<file path="src/hw/rtl/trr_pkg.sv">
// shared types and constants of the tftp read receiver
package trr_pkg;

   localparam int CMD_W  = 3;
   localparam int PORT_W = 16;
   localparam int BLK_W  = 16;
   localparam int LEN_W  = 16;
   localparam int KIND_W = 2;
   localparam int NUM_W  = 16;
   localparam int OUTC_W = 2;
   localparam int CSR_IDX_W  = 2;
   localparam int CSR_DATA_W = 16;

   localparam int QDEPTH = 2;
   localparam int QPTR_W = $clog2(QDEPTH);
   localparam int QCNT_W = $clog2(QDEPTH + 1);

   localparam logic [CMD_W-1:0] CMD_DATA    = 3'd0;
   localparam logic [CMD_W-1:0] CMD_ERROR   = 3'd1;
   localparam logic [CMD_W-1:0] CMD_OACK    = 3'd2;
   localparam logic [CMD_W-1:0] CMD_TIMEOUT = 3'd3;

   localparam logic [KIND_W-1:0] SEND_NONE  = 2'd0;
   localparam logic [KIND_W-1:0] SEND_ACK   = 2'd1;
   localparam logic [KIND_W-1:0] SEND_ERROR = 2'd2;

   localparam logic [NUM_W-1:0] CODE_DISK_FULL = 16'd3;
   localparam logic [NUM_W-1:0] CODE_ILLEGAL   = 16'd4;
   localparam logic [NUM_W-1:0] CODE_TID       = 16'd5;

   localparam logic [OUTC_W-1:0] OUT_RUNNING = 2'd0;
   localparam logic [OUTC_W-1:0] OUT_SUCCESS = 2'd1;
   localparam logic [OUTC_W-1:0] OUT_REMOTE  = 2'd2;
   localparam logic [OUTC_W-1:0] OUT_LOCAL   = 2'd3;

   localparam logic [CSR_IDX_W-1:0] REG_BLOCK_SIZE  = 2'd0;
   localparam logic [CSR_IDX_W-1:0] REG_REPLY_TIMER = 2'd1;

   localparam logic [BLK_W-1:0] DEFAULT_BLOCK_SIZE = 16'd512;

   typedef enum logic [2:0] {
      EV_DATA    = 3'd0,
      EV_ERROR   = 3'd1,
      EV_OACK    = 3'd2,
      EV_TIMEOUT = 3'd3,
      EV_OTHER   = 3'd4
   } event_kind_type;

   typedef struct packed {
      event_kind_type    kind;
      logic [PORT_W-1:0] port;
      logic [BLK_W-1:0]  block;
      logic [LEN_W-1:0]  length;
      logic              write_failed;
   } event_type;

   typedef struct packed {
      logic      valid;
      event_type ev;
   } queue_out_type;

   typedef struct packed {
      logic [KIND_W-1:0] send_kind;
      logic [NUM_W-1:0]  send_number;
      logic [OUTC_W-1:0] outcome;
      logic              payload_accepted;
   } result_type;

endpackage

</file>
<file path="src/hw/rtl/tftp_read_receiver_core.sv">
// top level of the tftp read transfer receiver
//
//   channel  direction  handshake             carries
//   req_     in         req_push / req_full   command, port, block, length, write fail
//   rsp_     out        rsp_empty / rsp_pop   send kind, send number, outcome, accepted
//   csr_     in         csr_valid / csr_ready block size, reply timer enable
//
// one item per cycle sustained while the result side pops; an accepted item passes the
// front queue slot, then the back end result register, before it reaches the result ports
// the back end updates transfer state as each item fires, so items flow back to back
// reset clears the queue, the transfer state and the registers (block size 512)
// a stalled result side backs up the two-entry front queue, then raises req_full
module tftp_read_receiver_core (
   input  logic                           clock,
   input  logic                           reset,
   input  logic                           req_push,
   output logic                           req_full,
   input  logic [trr_pkg::CMD_W-1:0]      req_command,
   input  logic [trr_pkg::PORT_W-1:0]     req_source_port,
   input  logic [trr_pkg::BLK_W-1:0]      req_block_number,
   input  logic [trr_pkg::LEN_W-1:0]      req_payload_length,
   input  logic                           req_write_failed,
   output logic                           rsp_empty,
   input  logic                           rsp_pop,
   output logic [trr_pkg::KIND_W-1:0]     rsp_send_kind,
   output logic [trr_pkg::NUM_W-1:0]      rsp_send_number,
   output logic [trr_pkg::OUTC_W-1:0]     rsp_outcome,
   output logic                           rsp_payload_accepted,
   input  logic                           csr_valid,
   output logic                           csr_ready,
   input  logic [trr_pkg::CSR_IDX_W-1:0]  csr_index,
   input  logic [trr_pkg::CSR_DATA_W-1:0] csr_data
);
   import trr_pkg::*;

   queue_out_type q_out;
   logic          q_pop;
   result_type    rsp;

   trr_front u_front (
      .clock              (clock),
      .reset              (reset),
      .req_push           (req_push),
      .req_full           (req_full),
      .req_command        (req_command),
      .req_source_port    (req_source_port),
      .req_block_number   (req_block_number),
      .req_payload_length (req_payload_length),
      .req_write_failed   (req_write_failed),
      .q_out              (q_out),
      .q_pop              (q_pop)
   );

   trr_back u_back (
      .clock     (clock),
      .reset     (reset),
      .q_out     (q_out),
      .q_pop     (q_pop),
      .csr_valid (csr_valid),
      .csr_ready (csr_ready),
      .csr_index (csr_index),
      .csr_data  (csr_data),
      .rsp       (rsp),
      .rsp_empty (rsp_empty),
      .rsp_pop   (rsp_pop)
   );

   assign rsp_send_kind        = rsp.send_kind;
   assign rsp_send_number      = rsp.send_number;
   assign rsp_outcome          = rsp.outcome;
   assign rsp_payload_accepted = rsp.payload_accepted;

endmodule

</file>
<file path="src/hw/rtl/trr_front.sv">
// front end: takes events, classifies the command and queues them
module trr_front (
   input  logic                         clock,
   input  logic                         reset,
   input  logic                         req_push,
   output logic                         req_full,
   input  logic [trr_pkg::CMD_W-1:0]    req_command,
   input  logic [trr_pkg::PORT_W-1:0]   req_source_port,
   input  logic [trr_pkg::BLK_W-1:0]    req_block_number,
   input  logic [trr_pkg::LEN_W-1:0]    req_payload_length,
   input  logic                         req_write_failed,
   output trr_pkg::queue_out_type       q_out,
   input  logic                         q_pop
);
   import trr_pkg::*;

   event_type           slot_ff [QDEPTH];
   logic [QPTR_W-1:0]   wr_ptr_ff, wr_ptr_in;
   logic [QPTR_W-1:0]   rd_ptr_ff, rd_ptr_in;
   logic [QCNT_W-1:0]   count_ff, count_in;
   event_type           ev_in;
   event_kind_type      kind;
   logic                push_fire, pop_fire;

   always_comb begin
      case (req_command)
         CMD_DATA:    kind = EV_DATA;
         CMD_ERROR:   kind = EV_ERROR;
         CMD_OACK:    kind = EV_OACK;
         CMD_TIMEOUT: kind = EV_TIMEOUT;
         default:     kind = EV_OTHER;
      endcase
   end

   always_comb begin
      ev_in.kind         = kind;
      ev_in.port         = req_source_port;
      ev_in.block        = req_block_number;
      ev_in.length       = req_payload_length;
      ev_in.write_failed = req_write_failed;
   end

   assign req_full  = (count_ff == QCNT_W'(QDEPTH));
   assign push_fire = req_push && !req_full;
   assign pop_fire  = q_pop && (count_ff != '0);

   assign q_out.valid = (count_ff != '0);
   assign q_out.ev    = slot_ff[rd_ptr_ff];

   always_comb begin
      wr_ptr_in = push_fire ? wr_ptr_ff + 1'b1 : wr_ptr_ff;
      rd_ptr_in = pop_fire ? rd_ptr_ff + 1'b1 : rd_ptr_ff;
      count_in  = count_ff;
      if (push_fire && !pop_fire) begin
         count_in = count_ff + 1'b1;
      end else if (pop_fire && !push_fire) begin
         count_in = count_ff - 1'b1;
      end
   end

   always_ff @(posedge clock) begin
      if (reset) begin
         wr_ptr_ff <= '0;
         rd_ptr_ff <= '0;
         count_ff  <= '0;
      end else begin
         wr_ptr_ff <= wr_ptr_in;
         rd_ptr_ff <= rd_ptr_in;
         count_ff  <= count_in;
      end
   end

   always_ff @(posedge clock) begin
      if (push_fire) begin
         slot_ff[wr_ptr_ff] <= ev_in;
      end
   end

endmodule

</file>
<file path="src/hw/rtl/trr_back.sv">
// back end: transfer state, configuration and the result register
module trr_back (
   input  logic                           clock,
   input  logic                           reset,
   input  trr_pkg::queue_out_type         q_out,
   output logic                           q_pop,
   input  logic                           csr_valid,
   output logic                           csr_ready,
   input  logic [trr_pkg::CSR_IDX_W-1:0]  csr_index,
   input  logic [trr_pkg::CSR_DATA_W-1:0] csr_data,
   output trr_pkg::result_type            rsp,
   output logic                           rsp_empty,
   input  logic                           rsp_pop
);
   import trr_pkg::*;

   logic [BLK_W-1:0]  block_size_ff;
   logic              reply_timer_ff;
   logic [BLK_W-1:0]  last_block_ff, last_block_in;
   logic [PORT_W-1:0] server_port_ff, server_port_in;
   logic              finishing_ff, finishing_in;
   logic              ended_ff, ended_in;
   logic              rsp_valid_ff, rsp_valid_in;
   result_type        rsp_ff, rsp_in;
   event_type         ev;
   logic              fire;
   logic              port_ok;
   logic              blk_ok;
   logic [BLK_W:0]    blk_next;

   assign csr_ready = 1'b1;
   assign ev        = q_out.ev;
   assign fire      = q_out.valid && (!rsp_valid_ff || rsp_pop);
   assign q_pop     = fire;
   assign rsp       = rsp_ff;
   assign rsp_empty = !rsp_valid_ff;

   assign port_ok  = (server_port_ff == '0) || (server_port_ff == ev.port);
   assign blk_next = {1'b0, last_block_ff} + 1'b1;
   assign blk_ok   = ({1'b0, ev.block} == blk_next) || (ev.block == last_block_ff);

   always_comb begin
      rsp_in         = '0;
      last_block_in  = last_block_ff;
      server_port_in = server_port_ff;
      finishing_in   = finishing_ff;
      ended_in       = ended_ff;
      if (!ended_ff) begin
         if (ev.kind == EV_TIMEOUT) begin
            if (finishing_ff) begin
               ended_in       = 1'b1;
               rsp_in.outcome = OUT_SUCCESS;
            end else if (!reply_timer_ff) begin
               ended_in       = 1'b1;
               rsp_in.outcome = OUT_REMOTE;
            end else begin
               rsp_in.send_kind   = SEND_ACK;
               rsp_in.send_number = last_block_ff;
            end
         end else begin
            if (server_port_ff == '0) begin
               server_port_in = ev.port;
            end
            if (!port_ok) begin
               rsp_in.send_kind   = SEND_ERROR;
               rsp_in.send_number = CODE_TID;
            end else begin
               case (ev.kind)
                  EV_ERROR: begin
                     ended_in       = 1'b1;
                     rsp_in.outcome = OUT_REMOTE;
                  end
                  EV_DATA: begin
                     if (ev.write_failed) begin
                        ended_in           = 1'b1;
                        rsp_in.send_kind   = SEND_ERROR;
                        rsp_in.send_number = CODE_DISK_FULL;
                        rsp_in.outcome     = OUT_LOCAL;
                     end else if (!blk_ok) begin
                        ended_in           = 1'b1;
                        rsp_in.send_kind   = SEND_ERROR;
                        rsp_in.send_number = CODE_ILLEGAL;
                        rsp_in.outcome     = OUT_LOCAL;
                     end else begin
                        last_block_in = ev.block;
                        if (ev.length < block_size_ff) begin
                           finishing_in = 1'b1;
                        end
                        rsp_in.send_kind        = SEND_ACK;
                        rsp_in.send_number      = ev.block;
                        rsp_in.payload_accepted = 1'b1;
                     end
                  end
                  EV_OACK: begin
                     if (last_block_ff != '0) begin
                        ended_in           = 1'b1;
                        rsp_in.send_kind   = SEND_ERROR;
                        rsp_in.send_number = CODE_ILLEGAL;
                        rsp_in.outcome     = OUT_LOCAL;
                     end else begin
                        rsp_in.send_kind = SEND_ACK;
                     end
                  end
                  default: begin
                  end
               endcase
            end
         end
      end
   end

   always_comb begin
      rsp_valid_in = rsp_valid_ff;
      if (fire) begin
         rsp_valid_in = 1'b1;
      end else if (rsp_pop) begin
         rsp_valid_in = 1'b0;
      end
   end

   always_ff @(posedge clock) begin
      if (reset) begin
         block_size_ff  <= DEFAULT_BLOCK_SIZE;
         reply_timer_ff <= 1'b0;
         last_block_ff  <= '0;
         server_port_ff <= '0;
         finishing_ff   <= 1'b0;
         ended_ff       <= 1'b0;
         rsp_valid_ff   <= 1'b0;
      end else begin
         rsp_valid_ff <= rsp_valid_in;
         if (fire) begin
            last_block_ff  <= last_block_in;
            server_port_ff <= server_port_in;
            finishing_ff   <= finishing_in;
            ended_ff       <= ended_in;
         end
         if (csr_valid) begin
            case (csr_index)
               REG_BLOCK_SIZE:  block_size_ff  <= csr_data;
               REG_REPLY_TIMER: reply_timer_ff <= csr_data[0];
               default: begin
               end
            endcase
         end
      end
   end

   always_ff @(posedge clock) begin
      if (fire) begin
         rsp_ff <= rsp_in;
      end
   end

endmodule

</file>
<file path="config.mk">
export PLATFORM = sky130hd
export DESIGN_NAME = tftp_read_receiver_core
export DESIGN_NICKNAME = d
export VERILOG_FILES = /design/src/hw/rtl/trr_pkg.sv /design/src/hw/rtl/tftp_read_receiver_core.sv /design/src/hw/rtl/trr_front.sv /design/src/hw/rtl/trr_back.sv
export SDC_FILE = /design/constraint.sdc
export NUM_CORES = 1
export LEC_CHECK = 0
export BUFFER_PORTS_ARGS = -buffer_cell sky130_fd_sc_hd__buf_2
export CAP_MARGIN = 10
export CORE_MARGIN = 5
export CORE_UTILIZATION = 40
export DETAILED_ROUTE_END_ITERATION = 8
export GPL_TIMING_DRIVEN = 0
export HOLD_SLACK_MARGIN = 0.02
export PLACE_DENSITY = 0.66
export SLEW_MARGIN = 25
export SYNTH_ARGS = -nofsm -noshare
export SYNTH_HDL_FRONTEND = slang
export SYNTH_SLANG_ARGS = --single-unit
</file>
<file path="constraint.sdc">
create_clock -name clock -period 4.2 [get_ports clock]
set_clock_uncertainty 0.1 [all_clocks]
set_input_delay 0.42 -clock clock [delete_from_list [all_inputs] [get_ports clock]]
set_output_delay 0.42 -clock clock [all_outputs]
set_load 0.01 [all_outputs]
</file>
# [Word-level counts from Yosys, hierarchy flattened]
# Memory sizes are Yosys's and may differ from the RTL's. A register that Yosys moved wholly into a read port is not among the register bits.
# Cells that the tools add are included.
[word_totals] register_bits=77 ramBits=104 input_bits=75 output_inout_bits=24 elab_cells=98 n_memories=1
[classes] addsub=5 order_cmp=1 eq_ne=11 n_mux=35 bitwise_logic=5 n_reduce_logical=26
[mem_list] memory="u_front.slot_ff" depth=2 word_bits=52 read_ports=1 rd_clocked_by_memory_dff=1 wr=1 line_no="trr_front.sv:17" rtl="event_type slot_ff [QDEPTH];"
[ops] cell="$mux 20" n=2
[ops] cell="$mux 18" n=2
[ops] cell="$pmux 18 s2" n=1
[ops] cell="$mux 17" n=2
[ops] cell="$eq 16x16->1" n=2
[ops] cell="$add 16x1->17 const B" n=1
[ops] cell="$eq 16x17->1" n=1
[ops] cell="$mux 1" n=17
[ops] cell="$logic_not 16->1" n=1
[ops] cell="$lt 16x16->1" n=1
[ops] cell="$reduce_bool 16->1" n=1
[ops] cell="$eq 3x2->1 const B" n=4
[ops] cell="$mux 2" n=6
[ops] cell="$pmux 3 s4" n=1
[ops] cell="$reduce_and 8->1" n=1
[ops] cell="$reduce_and 7->1" n=1
[ops] cell="$eq 3x1->1 const B" n=2
[ops] cell="$logic_not 3->1" n=2
[ops] cell="$pmux 2 s3" n=1
[ops] cell="$reduce_bool 2->1" n=3
[ops] cell="$logic_and 1x1->1" n=5
[ops] cell="$mux 5" n=1
[ops] cell="$not 1->1" n=5
[ops] cell="$reduce_or 5->1" n=1
[ops] cell="other kinds (12)" n=19

# [Depth between registers and ports, before layout]
[logic_depth] ltp_word=9 mapped_depth=13 ltp_nobuf=9

# [Cells and area by module]
# From an unflattened synthesis, not the netlist that was laid out.
[unflattened] cells_unflattened=676 hier_area_um2=8190.4
[by_module_without_submodules] mod="trr_back" n_inst=1 cells_each=486 area_per_inst_um2=4215.3 seq_area_each_um2=1671.6
[by_module_without_submodules] mod="trr_front" n_inst=1 cells_each=190 area_per_inst_um2=3975.1 seq_area_each_um2=3223.1

# [Worst setup path before layout]
# Ideal clock, no wire load.
[synth_path] path_kind="register to register" start="register u_front.count_ff[0]" end="memory u_front.slot_ff[0][0] (netlist name), enable pin" setup_time_ns=0.462 t_arrival_ns=2.808 t_required_ns=3.638 path_slack_ns=0.831 stages_incl_launch_ff=4 path_buffers=0 synth_period_minus_slack_ns=3.369 cell_sequence="dfxtp_1 > nand2b_1 > nand2_1 > nor2_1"
[synth_between] elab_chain_cells=5
[synth_rtl] element="start: declaration" line_no="trr_front.sv:20" rtl="logic [QCNT_W-1:0] count_ff, count_in;"
[synth_rtl] element="start signal: assignment" line_no="trr_front.sv:69" rtl="count_ff <= count_in;"
[synth_rtl] element="$eq 2x2->1" line_no="trr_front.sv:43" rtl="assign req_full = (count_ff == QCNT_W'(QDEPTH));"
[synth_rtl] element="$logic_not 1->1" line_no="trr_front.sv:44" rtl="assign push_fire = req_push && !req_full;"
[synth_rtl] element="$logic_and 1x1->1" line_no="trr_front.sv:44"
[synth_rtl] element="$mux 1" line_no="trr_front.sv:74" rtl="if (push_fire) begin"
[synth_rtl] element="$mux 1 (not written as such)" line_no="trr_front.sv:75" rtl="slot_ff[wr_ptr_ff] <= ev_in;"
[synth_rtl] element="end: declaration" line_no="trr_front.sv:17"
# Every way passes these cells.

==> impl_metrics.py <==
metrics = {
    "status": {
        "status": "finished clean",
    },
    "critical_path": {
        "required_ns": 4.43,
        "path_cells": "buf_6, buf_2, buf_2, buf_1, mux2_2, ha_1, a21o_1, a21o_1, a2111oi_0, o21ai_0, o32ai_1",
        "cpPeakStageDelay_ns": 0.50,
        "critPathKind": "reg2reg",
        "cp-start-kind": "flip-flop",
        "worstReg2RegEnd": "u_back.finishing_ff",
        "setup.worst_path.end": "u_back.finishing_ff",
        "worstPathMaxFanout": 10,
        "r2r_setup_slack_ns": 0.41,
        "crit_path_top_delay_cell": "buf_1",
        "critPathCaptureType": "flip-flop",
        "crit_arrival_ns": 4.02,
        "reg2reg_depth": 11,
    },
    "timing": {
        "setup_viol": 0,
        "period_share": 0.902,
        "fin_crit_ns": 3.79,
        "hold_viol_final": 0,
        "maxSlewViolCount": 0,
        "holdWs_ns": 0.0800,
        "rsz0062_at_grt": "false",
        "fmax_mhz": 264,
        "tightest_slew_ns": 0.853,
        "slew_headroom": 0.430,
        "worst_slack_ns": 0.411,
    },
    "cells_and_area": {
        "fillCellCount": 1843,
        "area_growth_syn_to_layout_pct": 18.3,
        "nets": 883,
        "regArea_mm2": 0.00489,
        "drive_gt1_frac": 0.230,
        "multi_input_area_mm2": 0.00300,
        "n_antenna_cell": 0,
    },
    "synth": {
        "syn_inst": 671,
        "ys.flop_type": "edfxtp_1",
        "synth-edff-count": 125,
        "ys_warn_count": 0,
        "synth.distinct_cells": 63,
        "avgSynthCellArea_um2": 12.3,
        "async_reset_ff_frac": 0,
        "yosysTopAreaCellShare": 0.455,
        "synth_area_leader_cell": "edfxtp_1",
        "synthTopCellsByArea": "edfxtp_1 (45%), dfxtp_1 (14%), mux2i_1 (4.2%), xnor2_1 (3.9%), ha_1 (2.7%)",
        "ys_ff_latch": 182,
        "syn_area_mm2": 0.00825,
        "syn-num-nets": 764,
        "yosysSeqAreaShare": 0.593,
    },
    "place": {
        "place.gp.congestion": 0.905,
        "hpwl_um": 13000,
        "portBuffers": 97,
        "dp_slack_ns": 0.340,
    },
    "routing": {
        "totalWireLength_um": 18000,
        "vias_per_cell": 5.13,
        "dr_total_vias": 5505,
        "drc": 0,
        "final_antenna_net_count": 0,
        "first_pass_iters": 5,
        "drt_first_iter_violations": 396,
        "wire_per_inst_um": 16.8,
    },
    "floorplan": {
        "start_util": 0.406,
        "dieArea_mm2": 0.0236,
        "core_mm2": 0.0203,
        "io_pins": 99,
        "die_h_um": 154,
        "rows": 52,
        "die_w_um": 154,
    },
    "global_route": {
        "antenna_found_initial": 2,
        "grt_remaining_overflow": 0,
        "grt_pass1_wl_um": 28900,
        "grt_max_degree": 37,
        "first_global_vias": 5510,
        "grt.total_usage": 0.156,
    },
    "clock_network": {
        "htree_levels": 4,
        "cts-hold-fix-buffers": 0,
        "cts_sinks": 182,
        "tritoncts": "built",
        "clock_latency_ns": 0.43,
        "cts_root_buf": "clkbuf_16",
        "cts_resized": 0,
        "clk_pin_slew_ns": 0.07,
        "postCtsSetupRepairBufs": 0,
        "numCtsBuffers": 17,
        "clk_path_buf_depth": 2,
    },
    "power_and_ir_drop": {
        "p_total_w": 0.00614,
        "leakage_nw": 3.42,
        "peakVddDrop_v": 0.000359,
        "powerDensity_mw_per_mm2": 629,
    },
    "hold_path": {
        "hold_class": "in2reg",
    },
    "flow_run": {
        "maxCapViolCount": 0,
    },
}
-- report_power, final --
group / switching (W) / total, W / leakage (nW) / internal [W]
Sequential: 0.000111 / 0.00242 / 1.64 / 0.00231
Clock: 0.000659 / 0.00161 / 0.285 / 0.000948
Combinational: 0.00126 / 0.00211 / 1.50 / 0.000852
Total: 0.00203 / 0.00614 / 3.42 / 0.00411
-- registers in the layout, indices dropped and copies added, names as in the netlist, named ones only --
register,flops
u_back.rsp,21
u_back.server_port_ff,16
u_front.wr_ptr_ff,1
u_back.reply_timer_ff,1
u_back.rsp_valid_ff,1
u_front.slot_ff,104
u_back.last_block_ff,16
u_back.block_size_ff,16
u_front.rd_ptr_ff,1
u_back.ended_ff,1
u_back.finishing_ff,1
u_front.count_ff,2
-- worst max-delay path: cells and delay by family, from the launching register on --
kind	cells	cell delay (ns)
muxes	1	0.40
DFF	1	0.32
buffers and inverters	4	1.32
AOI/OAI and AO/OA	5	1.26
adders and majority gates	1	0.29
-- metrics by stage --
stage	TNS, ns	util	instance area, um2	cells
floorplan	0	-	8250	671
global placement	-42.91	0.447	9070	1038
detailed placement	0	0.451	9160	1041
CTS	0	0.481	9760	1073
global route	0	0.481	9760	1073
finish	0	0.481	9760	1073
-- cell type report --
type                       instances  share of cell area
timing repair buffer             100              0.0575
buffer                            38              0.0214
inverter                          42              0.0162
clock inverter                    13              0.0156
tap                              270              0.0346
sequential                       182               0.502
multi-input combinational        409               0.308
clock buffer                      19              0.0454
-- synthesized netlist by cell type, types with 9 or more instances --
master / count
a211oi_2: 10
a21oi_1: 22
a31oi_1: 19
and3_1: 9
clkbuf_1: 20
dfxtp_1: 57
edfxtp_1: 125
ha_1: 18
inv_1: 41
mux2_2: 18
mux2i_1: 35
nand2_1: 56
nand4_1: 10
nor2_1: 35
nor4_1: 13
o21ai_0: 25
o41a_1: 15
xnor2_1: 37
-- how the worst min path moves through the flow --
| stage | start | endpoint | slack (ns) | cells past startpoint |
|---|---|---|---|---|
| floorplan | u_back.block_size_ff[0] | u_back.block_size_ff[0] | 0.33 | 2 |
| global placement | u_back.block_size_ff[4] | u_back.block_size_ff[4] | 0.34 | 2 |
| detailed placement | u_back.block_size_ff[13] | u_back.block_size_ff[13] | 0.35 | 2 |
| CTS | req_write_failed | u_front.slot_ff[0][0] | 0.06 | 1 |
| global route | req_block_number[10] | u_front.slot_ff[0][27] | 0.06 | 1 |
| finish | req_source_port[3] | u_front.slot_ff[1][36] | 0.08 | 1 |
-- cell usage in the layout (no fill, tap or decap), drive strengths merged, types with 4 or more instances in the layout --
| cell | instances |
|---|---|
| a211oi | 16 |
| a21o | 4 |
| a21oi | 22 |
| a31oi | 20 |
| and3 | 9 |
| buf | 118 |
| clkbuf | 39 |
| clkinv | 6 |
| dfxtp | 57 |
| edfxtp | 125 |
| ha | 18 |
| inv | 43 |
| mux2 | 18 |
| mux2i | 39 |
| nand2 | 57 |
| nand2b | 5 |
| nand3 | 6 |
| nand4 | 10 |
| nor2 | 35 |
| nor2b | 4 |
| nor3 | 9 |
| nor4 | 13 |
| o21a | 6 |
| o21ai | 25 |
| o41a | 15 |
| xnor2 | 37 |
| xor2 | 8 |
-- kinds of logic after synthesis --
group	Yosys count	share of synthesized area
AOI/OAI and AO/OA	126	0.113
xor gates and xnor gates	45	0.0478
muxes	57	0.0748
buffers and inverters	80	0.0444
DFF	182	0.593
other	1	0.000455
adders and majority gates	18	0.0273
and+or+nand+nor	162	0.0992
-- per-layer routing --
metal  vias up  GRT usage  part of all wire
met1      2621      0.201              0.45
met2       140      0.251              0.47
met3        33     0.0368             0.051
met4         4     0.0669             0.028
met5         -          0            0.0012
li1       2707          -                 -
(Power assumes the default switching activity.)
